**src/design/lrurs_pkg.sv**
```systemverilog
package lrurs_pkg;

  localparam int unsigned StackDepthDef = 16;
  localparam int unsigned FrameBitsDef  = 8;

  typedef enum logic [1:0] {
    OP_TOUCH = 2'd0,
    OP_POP   = 2'd1,
    OP_CLEAR = 2'd2,
    OP_NONE  = 2'd3
  } lrurs_op_e;

  typedef enum logic [1:0] {
    ST_HIT   = 2'd0,
    ST_MISS  = 2'd1,
    ST_EMPTY = 2'd2,
    ST_DROP  = 2'd3
  } lrurs_status_e;

  typedef struct packed {
    logic push;
    logic pop;
  } lrurs_ctrl_t;

endpackage

```
**src/design/lru_recency_stack.sv**
```systemverilog
// Channel   Dir  Handshake             Payload
// s_axis    in   s_axis_tvalid/tready  tuser: op; tdata: frame
// m_axis    out  m_axis_tvalid/tready  tuser: status; tdata: frame_out, dropped_frame, entry_count
//
// One request per cycle unless the output stalls: every cell compares its entry
// with the frame and shifts in the same cycle; the found flag ripples down the row of cells.
// The result is held in the output register from the cycle after acceptance.
// s_axis_tready stays high while the output register is empty or being taken.
// Reset empties the stack; entries need no clearing pass.
module lru_recency_stack import lrurs_pkg::*; #(
  parameter int unsigned StackDepth = StackDepthDef,
  parameter int unsigned FrameBits  = FrameBitsDef,
  localparam int unsigned CountBits = $clog2(StackDepth + 1),
  localparam int unsigned InBits    = ((FrameBits + 7) / 8) * 8,
  localparam int unsigned OutBits   = ((2 * FrameBits + CountBits + 7) / 8) * 8
) (
  input  logic               clk_i,
  input  logic               rst_ni,
  input  logic               s_axis_tvalid_i,
  output logic               s_axis_tready_o,
  input  logic [InBits-1:0]  s_axis_tdata_i,   // frame
  input  logic [1:0]         s_axis_tuser_i,   // op
  output logic               m_axis_tvalid_o,
  input  logic               m_axis_tready_i,
  output logic [OutBits-1:0] m_axis_tdata_o,   // frame_out, dropped_frame, entry_count
  output logic [1:0]         m_axis_tuser_o    // status
);

  localparam int unsigned PadBits = OutBits - 2 * FrameBits - CountBits;

  logic                 accept;
  lrurs_op_e            op;
  logic [FrameBits-1:0] frame;
  lrurs_ctrl_t          ctrl;
  logic                 full, hit;

  logic [CountBits-1:0] occ_q, occ_d;
  logic                 out_valid_q;
  logic [FrameBits-1:0] out_frame_q, out_frame_d;
  logic [FrameBits-1:0] out_drop_q, out_drop_d;
  logic [CountBits-1:0] out_count_q;
  lrurs_status_e        out_status_q, out_status_d;

  logic [FrameBits-1:0] cell_entry [StackDepth];
  logic                 found [StackDepth+1];
  logic [StackDepth-1:0] cell_valid;

  assign s_axis_tready_o = !out_valid_q || m_axis_tready_i;
  assign accept          = s_axis_tvalid_i && s_axis_tready_o;
  assign op              = lrurs_op_e'(s_axis_tuser_i);
  assign frame           = s_axis_tdata_i[FrameBits-1:0];
  assign full            = (occ_q == CountBits'(StackDepth));
  assign found[0]        = 1'b0;
  assign hit             = found[StackDepth];

  assign ctrl.push = accept && (op == OP_TOUCH);
  assign ctrl.pop  = accept && (op == OP_POP) && (occ_q != '0);

  for (genvar i = 0; i < StackDepth; i++) begin : g_cell
    logic [FrameBits-1:0] above, below;
    assign cell_valid[i] = (CountBits'(i) < occ_q);
    if (i == 0) begin : g_top
      assign above = frame;
    end else begin : g_mid
      assign above = cell_entry[i-1];
    end
    if (i == StackDepth - 1) begin : g_bot
      assign below = cell_entry[i];
    end else begin : g_up
      assign below = cell_entry[i+1];
    end
    lrurs_cell #(.FrameBits(FrameBits)) u_cell (
      .clk_i   (clk_i),
      .ctrl_i  (ctrl),
      .valid_i (cell_valid[i]),
      .frame_i (frame),
      .above_i (above),
      .below_i (below),
      .found_i (found[i]),
      .found_o (found[i+1]),
      .entry_o (cell_entry[i])
    );
  end

  always_comb begin
    occ_d        = occ_q;
    out_frame_d  = '0;
    out_drop_d   = '0;
    out_status_d = ST_HIT;
    unique case (op)
      OP_TOUCH: begin
        out_frame_d = frame;
        if (hit) begin
          out_status_d = ST_HIT;
        end else if (full) begin
          out_status_d = ST_DROP;
          out_drop_d   = cell_entry[StackDepth-1];
        end else begin
          out_status_d = ST_MISS;
          occ_d        = occ_q + 1'b1;
        end
      end
      OP_POP: begin
        if (occ_q == '0) begin
          out_status_d = ST_EMPTY;
        end else begin
          out_frame_d = cell_entry[0];
          occ_d       = occ_q - 1'b1;
        end
      end
      OP_CLEAR: begin
        occ_d = '0;
      end
      OP_NONE: begin
        occ_d = occ_q;
      end
      default: begin
        occ_d = occ_q;
      end
    endcase
  end

  always_ff @(posedge clk_i or negedge rst_ni) begin
    if (!rst_ni) begin
      occ_q       <= '0;
      out_valid_q <= 1'b0;
    end else begin
      if (accept) begin
        occ_q <= occ_d;
      end
      if (s_axis_tready_o) begin
        out_valid_q <= s_axis_tvalid_i;
      end
    end
  end

  always_ff @(posedge clk_i) begin
    if (accept) begin
      out_frame_q  <= out_frame_d;
      out_drop_q   <= out_drop_d;
      out_status_q <= out_status_d;
      out_count_q  <= occ_d;
    end
  end

  assign m_axis_tvalid_o = out_valid_q;
  assign m_axis_tuser_o  = out_status_q;
  if (PadBits > 0) begin : g_pad
    assign m_axis_tdata_o = {{PadBits{1'b0}}, out_count_q, out_drop_q, out_frame_q};
  end else begin : g_nopad
    assign m_axis_tdata_o = {out_count_q, out_drop_q, out_frame_q};
  end

  a_occ_bound: assert property (@(posedge clk_i) disable iff (!rst_ni)
    occ_q <= CountBits'(StackDepth))
    else $error("occupancy beyond stack depth");

  a_clear_empties: assert property (@(posedge clk_i) disable iff (!rst_ni)
    (accept && op == OP_CLEAR) |=> (occ_q == '0 && out_count_q == '0))
    else $error("clear left entries");

  a_drop_when_full: assert property (@(posedge clk_i) disable iff (!rst_ni)
    (accept && op == OP_TOUCH && full && !hit) |=> (out_status_q == ST_DROP))
    else $error("miss on full stack not flagged as drop");

  a_empty_pop: assert property (@(posedge clk_i) disable iff (!rst_ni)
    (out_valid_q && out_status_q == ST_EMPTY) |-> (out_count_q == '0))
    else $error("empty pop with entries held");

  a_hit_keeps_count: assert property (@(posedge clk_i) disable iff (!rst_ni)
    (accept && op == OP_TOUCH && hit) |=> (occ_q == $past(occ_q)))
    else $error("hit changed occupancy");

endmodule

```
**src/design/lrurs_cell.sv**
```systemverilog
module lrurs_cell import lrurs_pkg::*; #(
  parameter int unsigned FrameBits = FrameBitsDef
) (
  input  logic                 clk_i,
  input  lrurs_ctrl_t          ctrl_i,
  input  logic                 valid_i,
  input  logic [FrameBits-1:0] frame_i,
  input  logic [FrameBits-1:0] above_i,
  input  logic [FrameBits-1:0] below_i,
  input  logic                 found_i,
  output logic                 found_o,
  output logic [FrameBits-1:0] entry_o
);

  logic [FrameBits-1:0] entry_q, entry_d;
  logic                 match;

  assign match   = valid_i && (entry_q == frame_i);
  assign found_o = found_i || match;
  assign entry_o = entry_q;

  always_comb begin
    entry_d = entry_q;
    if (ctrl_i.push && !found_i) begin
      entry_d = above_i;
    end else if (ctrl_i.pop) begin
      entry_d = below_i;
    end
  end

  always_ff @(posedge clk_i) begin
    entry_q <= entry_d;
  end

endmodule

```
**config.mk**
```make
export PLATFORM = sky130hd
export DESIGN_NAME = lru_recency_stack
export DESIGN_NICKNAME = d
export VERILOG_FILES = /design/src/design/lrurs_pkg.sv /design/src/design/lru_recency_stack.sv /design/src/design/lrurs_cell.sv
export SDC_FILE = /design/constraint.sdc
export NUM_CORES = 1
export LEC_CHECK = 0
export ABC_CLOCK_PERIOD_IN_PS = 4480
export BUFFER_PORTS_ARGS = -buffer_cell sky130_fd_sc_hd__buf_2
export CELL_PAD_IN_SITES_DETAIL_PLACEMENT = 1
export CELL_PAD_IN_SITES_GLOBAL_PLACEMENT = 1
export CORE_AREA = 2 2 161 163
export DETAILED_ROUTE_END_ITERATION = 6
export DIE_AREA = 0 0 163 165
export PLACE_DENSITY = 0.66
export REMOVE_ABC_BUFFERS = 1
export SYNTH_ARGS = -nofsm -noshare
export SYNTH_HDL_FRONTEND = slang
export SYNTH_SLANG_ARGS = --single-unit
```
**constraint.sdc**
```tcl
create_clock -name clk_i -period 4.48 [get_ports clk_i]
set_input_delay 0.672 -clock clk_i [delete_from_list [all_inputs] [get_ports clk_i]]
set_output_delay 0.672 -clock clk_i [all_outputs]
set_load 0.02 [all_outputs]
```
== Word level (Yosys, flattened, before mapping) ==
Cells that the tools add are included.

* Flip-flop bits (word level): 157
* Bits of input ports: 14
* Output and inout port bits: 28
* Word-level logic and storage cells: 188

* Add/subtract/negate cells: 2
* Order comparisons: 16
* Equal/unequal tests: 20
* Muxes and demuxes: 40
* Bitwise operators: 2
* Reduce and logical (&&, ||, !) cells: 86

{| class="wikitable"
|+ Operators by type and width
! cell !! count
|-
| 2-to-1 mux 8 bit || 31
|-
| == test 8 bit || 16
|-
| less-than comparator 4 x 5 -> 1 bit, first input constant || 8
|-
| logical AND 1 bit || 35
|-
| nonzero test 2 bit || 15
|-
| less-than comparator 3 x 5 -> 1 bit, first input constant || 4
|-
| one-hot mux 5 bit (4 select lines) || 1
|-
| zero test 1 bit || 16
|-
| logical OR 1 bit || 16
|-
| one-hot mux 8 bit (2 select lines) || 1
|-
| 2-to-1 mux 5 bit || 3
|-
| less-than comparator 1 x 5 -> 1 bit, first input constant || 2
|-
| less-than comparator 2 x 5 -> 1 bit, first input constant || 2
|-
| 2-to-1 mux 2 bit || 3
|-
| adder 5 x 1 -> 5 bit, second input constant || 1
|-
| == test 5 bit, second input constant || 1
|-
| zero test 5 bit || 1
|-
| nonzero test 5 bit || 1
|-
| subtractor 5 x 1 -> 5 bit, second input constant || 1
|-
| == test 2 bit, second input constant || 2
|-
| one-hot mux 2 bit (2 select lines) || 1
|-
| OR reduction 3 bit || 1
|-
| == test 2 x 1 -> 1 bit, second input constant || 1
|-
| zero test 2 bit || 1
|-
| inverter 1 bit || 2
|}

== Logic depth before layout (Yosys ltp) ==
Gate-level depths: netlist (run 1).

* Word-level depth: 19
* Depth in mapped cells: 11
* Gate-level depth less buffers: 10

== Hierarchy ==
Synthesis (run 1) repeated with hierarchy kept, for this count alone.

* Cells, all modules: 650
* Area, all modules: 8,894.8 um^2

{| class="wikitable"
|+ By module, submodules not included
! module !! times used !! cells each !! area each (um^2) !! sequential area each (um^2)
|-
| lrurs_cell || 16 || 30 || 445.4 || 240.2
|-
| lru_recency_stack || 1 || 170 || 1,767.9 || 840.8
|}

== Least setup slack after synthesis (run 1) ==
Ideal clock, no wire load.

* Path kind: input to register
* Start point: input port s_axis_tdata_i[7]
* End point: register g_cell[14].u_cell.entry_q[0], enable pin
* Library setup time: 0.384 ns
* Data arrival time: 3.017 ns
* Required time: 4.096 ns
* Setup slack: 1.079 ns
* Stages on the path: 8
* Buffers on the path: 1
* Cells stage by stage: buf_4 -> xnor2_1 -> nand4_1 -> or4_1 -> nand4_4 -> or4_4 -> or3_4 -> o21ai_0

* Cells in the longest elaborated chain, start to end: 18
* Elaborated cells on any way between the ends: 44
* Classes of those cells: eq/ne: 14; reduce/logical: 30

{| class="wikitable"
|+ RTL lines
! element !! line !! text
|-
| from (decl) || lru_recency_stack.sv:21 || <nowiki>input logic [InBits-1:0] s_axis_tdata_i,</nowiki>
|-
| == test 8 bit || lrurs_cell.sv:18 || <nowiki>assign match = valid_i && (entry_q == frame_i);</nowiki>
|-
| logical AND 1 bit || lrurs_cell.sv:18 ||
|-
| logical OR 1 bit (12 in series) || lrurs_cell.sv:19 || <nowiki>assign found_o = found_i || match;</nowiki>
|-
| logical OR 1 bit * || lrurs_cell.sv:19 ||
|-
| zero test 1 bit * || lrurs_cell.sv:24 || <nowiki>if (ctrl_i.push && !found_i) begin</nowiki>
|-
| logical AND 1 bit * || lrurs_cell.sv:24 ||
|-
| nonzero test 2 bit (no source line) * || n/a ||
|-
| to (signal assigned) || lrurs_cell.sv:32 || <nowiki>entry_q <= entry_d;</nowiki>
|-
| to (decl) || lrurs_cell.sv:15 || <nowiki>logic [FrameBits-1:0] entry_q, entry_d;</nowiki>
|}

Mark *: on every way between the ends. The rest lies on a longest branch, timed or not.
A chain may end at the register's enable or synchronous reset.

== Final worst setup path (run 1) ==
* Start point: register occ_q[2]
* End point: register g_cell[13].u_cell.entry_q[0], enable pin

* Cells in the longest elaborated chain, start to end: 17
* Elaborated cells on any way between the ends: 43
* Classes of those cells: order compare: 13; reduce/logical: 30

{| class="wikitable"
|+ RTL lines
! element !! line !! text
|-
| from (decl) || lru_recency_stack.sv:37 || <nowiki>logic [CountBits-1:0] occ_q, occ_d;</nowiki>
|-
| from (signal assigned) || lru_recency_stack.sv:125 || <nowiki>occ_q <= '0;</nowiki>
|-
| from (signal assigned) || lru_recency_stack.sv:129 || <nowiki>occ_q <= occ_d;</nowiki>
|-
| less-than comparator 1 x 5 -> 1 bit || lru_recency_stack.sv:61 || <nowiki>assign cell_valid[i] = (CountBits'(i) < occ_q);</nowiki>
|-
| logical AND 1 bit || lrurs_cell.sv:18 ||
|-
| logical OR 1 bit (12 in series) || lrurs_cell.sv:19 ||
|-
| zero test 1 bit || lrurs_cell.sv:24 ||
|-
| logical AND 1 bit || lrurs_cell.sv:24 ||
|-
| nonzero test 2 bit (no source line) * || n/a ||
|-
| to (signal assigned) || lrurs_cell.sv:32 ||
|-
| to (decl) || lrurs_cell.sv:15 ||
|}

Marked as above.

==> results.ini, run 1 <==
[synth]
yosys_most_used_dff=edfxtp_1
yosysWarnings=0
synth_area_mm2=0.00871
synth_top_family_by_area=multiplexers
synth.area.top_cells=edfxtp_1, mux2_2, xor2_1
async_flop_share=0.0382
synth_top_cell_by_area=edfxtp_1
synth-simple-area-share=0.0985
synth_top_area_frac=0.520
synth-seq-cells=157
seq_area_frac_synth=0.538
syn-mean-instance-area_um2=13.3
synth_edf_count=151
synthXorXnorAreaFrac=0.130
synth_fa_ha_area_frac=0.00574
muxShareOfSynthArea=0.156
synth_compound_area_frac=0.0448
netlist_instances=653
synthDistinctLibCells=62

[clock_network]
clkTransAtPathRegs_ns=0.07
cts_hold_buf=0
clk_latency_ns=0.44
htree_levels=4
cts_made_buffers=17
post_cts_buffers=0
cts_root_buf=clkbuf_16
cts_resized=0
clock_path_buffers=2
clock_sinks=157
cts_tree=yes

[final_layout]
multi_input_area_mm2=0.00380
final_util=0.392
area_delta_synth_final_pct=12.6
drive_above_1_share=0.315
n_antenna_cell=0
seq_area_mm2=0.00468
nFillCells=2627
nNetsFinal=714

[worst_setup_path]
rr_endpoint=g_cell[13].u_cell.entry_o[0]
r2r-start=occ_q[2]
cp.arrival_ns=3.66
crit_required_ns=4.58
worst_r2r_path_depth=7
rrSetupSlack_ns=0.92
critical_path_class=reg2reg
setup.worst_path.end_class=flip-flop
path_max_fanout=12
start_kind=flip-flop

[sta]
fin_skew_ns=0.0111
max_freq_ghz=0.281
max_slew_margin=0.329
setup_viol=0
hold_viol=0
worst_slew_pin_slew_ns=0.993
fin_crit_ns=3.56
finalCritPeriodShare=0.795
slew_violations=0
rsz0062_at_grt=no
fin_hold_ws_ns=0.0590
setup_tns_ns=0

[pwr]
power-per-cell-area_mw_per_mm2=440
vdd_drop_max_v=0.000245
p_leak_uw=0.00336

[die]
start_util=0.348
boundaryPins=42
num_rows=58
coreArea_mm2=0.0250
die_w_um=163
dieHeight_um=165
die_area_mm2=0.0269

[routing]
vias_per_cell=5.32
wl_per_cell_um=22.9
ant_nets=0
route.detailed.drc=0
vias=5530
wirelength_um=23800
drt_iter0_markers=463
first_pass_iters=5

[global_routing]
grt_max_degree=19
antenna_found_initial=0
grt_pass1_vias=5979
grt_overflow=0
grt_pass1_wl_um=37200
track_usage=0.186

[place]
gp_congestion=0.839
port_buffers=38
place_hpwl_um=17600

[hold_path]
hold_path_class=in2async

[run]
cap_violations=0

[run_status]
outcome=complete, no violations

[kinds of logic (layout without fill, tap and decap cells)]
family | count (synthesis) | after routing
flops | 157 | 157
simple gates | 145 | 145
xor+xnor | 129 | 129
mux | 121 | 121
compound gates | 55 | 55
buf+inv | 41 | 95
fa+ha+maj | 4 | 4
other cells | 1 | 3
[cell usage in the layout (no fill, tap or decap), drive strengths merged, types with 6 or more instances in the layout]
cell type and n:
o21ai 14, a22o 9, nand2 25, and2 10, dfrtp 6, inv 12, clkbuf 17, nand2b 9
nand4 16, xor2 72, nor3 13, nand3 19, mux2 120, nor4 18, buf 58, xnor2 57
nor2 23, edfxtp 151
[cell usage after synthesis (2+ instances only)]
library cell,instances
dfrtp_1,6
o211ai_1,2
mux2_2,119
a21oi_1,5
nand2_1,22
buf_2,7
o21ai_0,14
or3_1,2
nor4_1,17
ha_1,4
a22o_1,9
and2_1,10
xnor2_1,57
a211oi_1,3
xor2_1,72
nor2_2,3
or4_1,4
clkbuf_1,9
nor2_1,19
nand2_2,2
inv_1,4
buf_1,2
nor3_1,11
and4_1,2
nand2b_1,9
o2111ai_1,2
a31oi_1,5
nand4_1,15
edfxtp_1,151
buf_4,17
nand3_1,18
[critical path, stage by stage (launching register included)]
cell	delay (ns)
dfrtp_1	0.55
nor3_1	0.62
or4_1	0.32
nand4_4	0.16
or4_4	0.62
nor3_4	0.47
nand2_4	0.18
nand2_1	0.31
[registers in the layout (all words and copies together), names as in the netlist]
register	flops
out_count_q	5
out_frame_q	8
out_drop_q	8
m_axis_tuser_o	2
occ_q	5
g_cell.u_cell.entry_o	128
m_axis_tvalid_o	1
[per-stage QoR]
stage | power, uW | area (um2) | worst slack [ns] | cells
5_1_grt | 4520 | 9810 | 0.661 | 1039
4_1_cts | 4340 | 9810 | 0.915 | 1039
3_3_place_gp | 2930 | 9260 | 0.633 | 1007
6_report | 4320 | 9810 | 0.919 | 1039
2_1_floorplan | 2570 | 8510 | 0.824 | 619
3_5_place_dp | 2960 | 9260 | 0.515 | 1007
[routing by layer]
layer / vias up / track usage / part of all wire
met5: - / 0 / 0
met4: 0 / 0.0591 / 0.021
met3: 35 / 0.0311 / 0.037
met2: 153 / 0.313 / 0.48
met1: 2821 / 0.247 / 0.46
li1: 2521 / - / -
[power by group]
part | switching, uW | leakage, uW | internal, uW
Clock | 654 | 0.000262 | 726
Combinational | 577 | 0.00162 | 367
Sequential | 185 | 0.00148 | 1810
[cell type report]
type,instances,share of cell area
Sequential cell,157,0.477
Inverter,5,0.00204
Timing Repair Buffer,58,0.0347
Clock inverter,15,0.0130
Clock buffer,17,0.0434
Multi-Input combinational cell,457,0.387
Tap cell,330,0.0421
[worst max path at each step]
stage | endpoint | depth (start not counted) | startpoint
finish | g_cell[13].u_cell.entry_o[0] | 7 | occ_q[2]
global route | g_cell[8].u_cell.entry_o[2] | 8 | occ_q[1]
CTS | g_cell[13].u_cell.entry_o[3] | 7 | occ_q[2]
detailed placement | g_cell[9].u_cell.entry_o[3] | 9 | s_axis_tuser_i[0]
global placement | g_cell[9].u_cell.entry_o[4] | 9 | s_axis_tuser_i[0]
floorplan | g_cell[8].u_cell.entry_o[0] | 8 | m_axis_tready_i
Note: power is estimated with default switching activity, not from simulation.
==> run 2, diff against run 1 <==
--- a/config.mk
+++ b/config.mk
@@ -5,14 +5,15 @@
 export SDC_FILE = /design/constraint.sdc
 export NUM_CORES = 1
 export LEC_CHECK = 0
-export ABC_CLOCK_PERIOD_IN_PS = 4480
+export ABC_AREA = 1
+export ABC_CLOCK_PERIOD_IN_PS = 3700
 export BUFFER_PORTS_ARGS = -buffer_cell sky130_fd_sc_hd__buf_2
 export CELL_PAD_IN_SITES_DETAIL_PLACEMENT = 1
 export CELL_PAD_IN_SITES_GLOBAL_PLACEMENT = 1
-export CORE_AREA = 2 2 161 163
+export CORE_AREA = 2 2 168 170
 export DETAILED_ROUTE_END_ITERATION = 6
-export DIE_AREA = 0 0 163 165
-export PLACE_DENSITY = 0.66
+export DIE_AREA = 0 0 170 172
+export PLACE_DENSITY = 0.7
 export REMOVE_ABC_BUFFERS = 1
 export SYNTH_ARGS = -nofsm -noshare
 export SYNTH_HDL_FRONTEND = slang
==> constraint.sdc (replaced) <==
create_clock -name clk_i -period 3.7 [get_ports clk_i]
set_input_delay 0.555 -clock clk_i [delete_from_list [all_inputs] [get_ports clk_i]]
set_output_delay 0.555 -clock clk_i [all_outputs]
set_load 0.02 [all_outputs]
==> run 2 against run 1 <==
Maximum frequency up 8.5%. Via count up 45%. Worst hold slack improved by 0.37 ns. Non-clock buffer count rose by 22. Sequential power grew 21%. Die area up 8.7%. Global-route usage increased by 3.1 points. Utilization shrank 0.72 points. Routed wire length increased by 30%. Highest routed layer unchanged.
==> results.ini, run 2 <==
[sta]
rsz0062_at_grt=no  ; unchanged
hold_viol=0  ; unchanged
fin_skew_ns=0.0105  ; was 0.0111 ns
slew_violations=0  ; unchanged
setup_viol=0  ; unchanged
finalCritPeriodShare=0.887  ; was 0.795
worst_slew_pin_slew_ns=1.22  ; was 0.993 ns
max_freq_ghz=0.305  ; was 0.281 GHz
setup_tns_ns=0  ; unchanged
max_slew_margin=0.180  ; was 0.329
fin_crit_ns=3.28  ; was 3.56 ns

[clock_network]
post_cts_buffers=0  ; unchanged
clk_latency_ns=0.44  ; about the same
clock_path_buffers=2  ; unchanged
clock_sinks=157  ; unchanged
cts_tree=yes  ; unchanged
clkTransAtPathRegs_ns=0.07  ; about the same
htree_levels=4  ; unchanged
cts_root_buf=clkbuf_16  ; unchanged
cts_made_buffers=17  ; unchanged

[global_routing]
track_usage=0.217  ; was 0.186
grt_overflow=0  ; unchanged
antenna_found_initial=1  ; was 0
grt_pass1_vias=8030  ; was 5979
grt_pass1_wl_um=47100  ; was 37200 um
grt_max_degree=29  ; was 19

[final_layout]
nFillCells=3378  ; was 2627
area_delta_synth_final_pct=11.8  ; was 12.6%
seq_area_mm2=0.00468  ; unchanged
largest_register_ffs=128  ; unchanged
drive_above_1_share=0.130  ; was 0.315
nNetsFinal=1240  ; was 714
final_cell_mix=nand2_1, edfxtp_1, inv_1, nor2_1, o21ai_0  ; was edfxtp_1, mux2_2, xor2_1, xnor2_1, buf_2
finalInstanceArea_mm2=0.0106  ; was 0.00981 mm2
n_antenna_cell=0  ; unchanged
multi_input_area_mm2=0.00388  ; was 0.00380 mm2
layout_commonest_cell=nand2_1  ; was edfxtp_1

[synth]
synth_edf_count=151  ; unchanged
muxShareOfSynthArea=0.00357  ; was 0.156
synth_area_mm2=0.00945  ; was 0.00871 mm2
yosys_most_used_dff=edfxtp_1  ; unchanged
synth_top_cells_by_count=nand2_1, edfxtp_1, inv_1  ; was edfxtp_1, mux2_2, xor2_1
synth.area.top_cells=edfxtp_1, nand2_1, o21ai_0  ; was edfxtp_1, mux2_2, xor2_1
synthDistinctLibCells=39  ; was 62
async_flop_share=0.0382  ; unchanged
seq_area_frac_synth=0.496  ; was 0.538
netlist_instances=1171  ; was 653
synth_compound_area_frac=0.0867  ; was 0.0448
syn-mean-instance-area_um2=8.07  ; was 13.3 um2
synth_top_area_frac=0.480  ; was 0.520
synth-seq-cells=157  ; unchanged
synthXorXnorAreaFrac=0.0454  ; was 0.130
synth_top_cell_by_area=edfxtp_1  ; unchanged
synth-simple-area-share=0.269  ; was 0.0985
synth.most_common_cell=nand2_1  ; was edfxtp_1
yosysWarnings=0  ; unchanged
synth_fa_ha_area_frac=0.00529  ; was 0.00574
synth_top_family_by_area=simple AND/OR/NAND/NOR gates  ; was multiplexers

[pwr]
power-per-cell-area_mw_per_mm2=519  ; was 440 mW/mm2
internal-power_uw=3510  ; was 2910 uW
switching_share=0.360  ; was 0.328
p_leak_uw=0.00473  ; was 0.00336 uW
pwr-share-comb=0.251  ; was 0.218
clockPowerShare=0.306  ; was 0.319
vdd_drop_max_v=0.000238  ; was 0.000245 V
switchingPower_uw=1980  ; was 1420 uW
seq_power_share=0.443  ; was 0.462

[worst_setup_path]
r2r-start=occ_q[4]  ; was occ_q[2]
path_max_fanout=19  ; was 12
critical_path_class=reg2reg  ; unchanged
crit_required_ns=3.81  ; was 4.58 ns
cp.arrival_ns=3.39  ; was 3.66 ns
crit_start=occ_q[4]  ; was occ_q[2]
setup.worst_path.end_class=flip-flop  ; unchanged
start_kind=flip-flop  ; unchanged

[routing]
first_pass_iters=4  ; was 5
wl_per_cell_um=19.6  ; was 22.9 um
drt_iter0_markers=662  ; was 463
vias=8037  ; was 5530
vias_per_cell=5.08  ; was 5.32
wirelength_um=31000  ; was 23800 um
ant_nets=0  ; unchanged
route.detailed.drc=0  ; unchanged

[die]
boundaryPins=42  ; unchanged
start_util=0.344  ; was 0.348
coreArea_mm2=0.0275  ; was 0.0250 mm2
num_rows=61  ; was 58
dieHeight_um=172  ; was 165 um
die_area_mm2=0.0292  ; was 0.0269 mm2
die_w_um=170  ; was 163 um

[place]
place_hpwl_um=23800  ; was 17600 um
place_area_mm2=0.0100  ; was 0.00926 mm2
gp_congestion=0.872  ; was 0.839
port_buffers=38  ; unchanged

[hold_path]
hold_path_class=in2reg  ; was in2async
hold_start=m_axis_tready_i

[run_status]
outcome=complete, no violations  ; unchanged

[run]
cap_violations=0  ; unchanged

[run 2: changes by cell type after synthesis, moves of 13 or more]
cell     previous run  this run
nor2_1             19       118
o21ai_0            14        95
buf_6               1        15
inv_2               0        13
mux2_2            119         3
nor4_1             17         0
o21ai_1             0        20
inv_1               4       123
nand2_1            22       424
xor2_1             72        27
nand3_1            18        40
xnor2_1            57        22
[run 2: metal layers]
metal  global-route usage  part of all wire  routed length [um]
met5                    0                 0                   0
met4               0.0706             0.022                 697
met3               0.0291             0.048                1490
met2                0.355              0.46               14200
met1                0.299              0.47               14600
[run 2: what timing repair did]
| item | 4_1_cts | 5_1_grt |
|---|---|---|
| endpoints found under the hold margin | 6 | 0 |
| gates resized for setup | 0 | 0 |
| hold buffers | 1 | 0 |
[run 2: cell type report]
cell class / count / share of cell area
Sequential cell: 157 / 0.443
Multi-Input combinational cell: 828 / 0.367
Inverter: 138 / 0.0492
Timing Repair Buffer: 80 / 0.0481
Tap cell: 346 / 0.0410
Clock buffer: 18 / 0.0406
Clock inverter: 14 / 0.0105
[run 2: final timing paths]
kind | endpoint | slack, ns | depth (start not counted)
setup / recovery | g_cell[13].u_cell.entry_o[6] | 0.42 | 11
hold / removal | m_axis_tvalid_o | 0.42 | 4
setup reg to reg | g_cell[13].u_cell.entry_o[6] | 0.42 | 11
hold reg to reg | g_cell[15].u_cell.entry_o[3] | 0.54 | 0
max in group asynchronous | occ_q[1] | 3.06 | 2
min in group asynchronous | occ_q[0] | 0.49 | 2
[run 2: cell families after synthesis]
group,after synthesis
AO/OA/AOI/OAI,150
XOR/XNOR,49
flip-flops,157
buffers and inverters,188
AND/OR/NAND/NOR,619
adder cells (fa/ha/maj),4
other,1
multiplexers,3
[run 2: power groups by stage]
stage                     Sequential (uW)  Combinational (uW)  Clock, uW
after detailed placement             2460                1370          0
after global placement               2460                1320          0
after CTS                            2430                1370       1690
after global routing                 2450                1530       1750
after floorplan                      2420                 864          0
final                                2430                1380       1680
[run 2: critical path, cell delays in order, from the launching register on]
cell and delay, ns:
dfrtp_1 0.50, inv_1 0.33, nand4_1 0.27, nand2_1 0.14, nor2_1 0.06, nand2_1 0.10
nand2_1 0.09, nor2_1 0.13, nand2_2 0.10, nor3b_4 0.69, nand3_4 0.19, nand2_1 0.34
[run 2: through the flow]
step | utilization | hold WS, ns | setup WS [ns] | power, uW | std cells
global route | 0.385 | 0.457 | 0.129 | 5740 | 1581
CTS | 0.385 | 0.424 | 0.465 | 5490 | 1581
global placement | 0.365 | 0.389 | 0.314 | 3780 | 1548
finish | 0.385 | 0.425 | 0.418 | 5480 | 1581
detailed placement | 0.365 | 0.392 | 0.220 | 3830 | 1548
floorplan | - | 0.259 | 0.0332 | 3290 | 1123
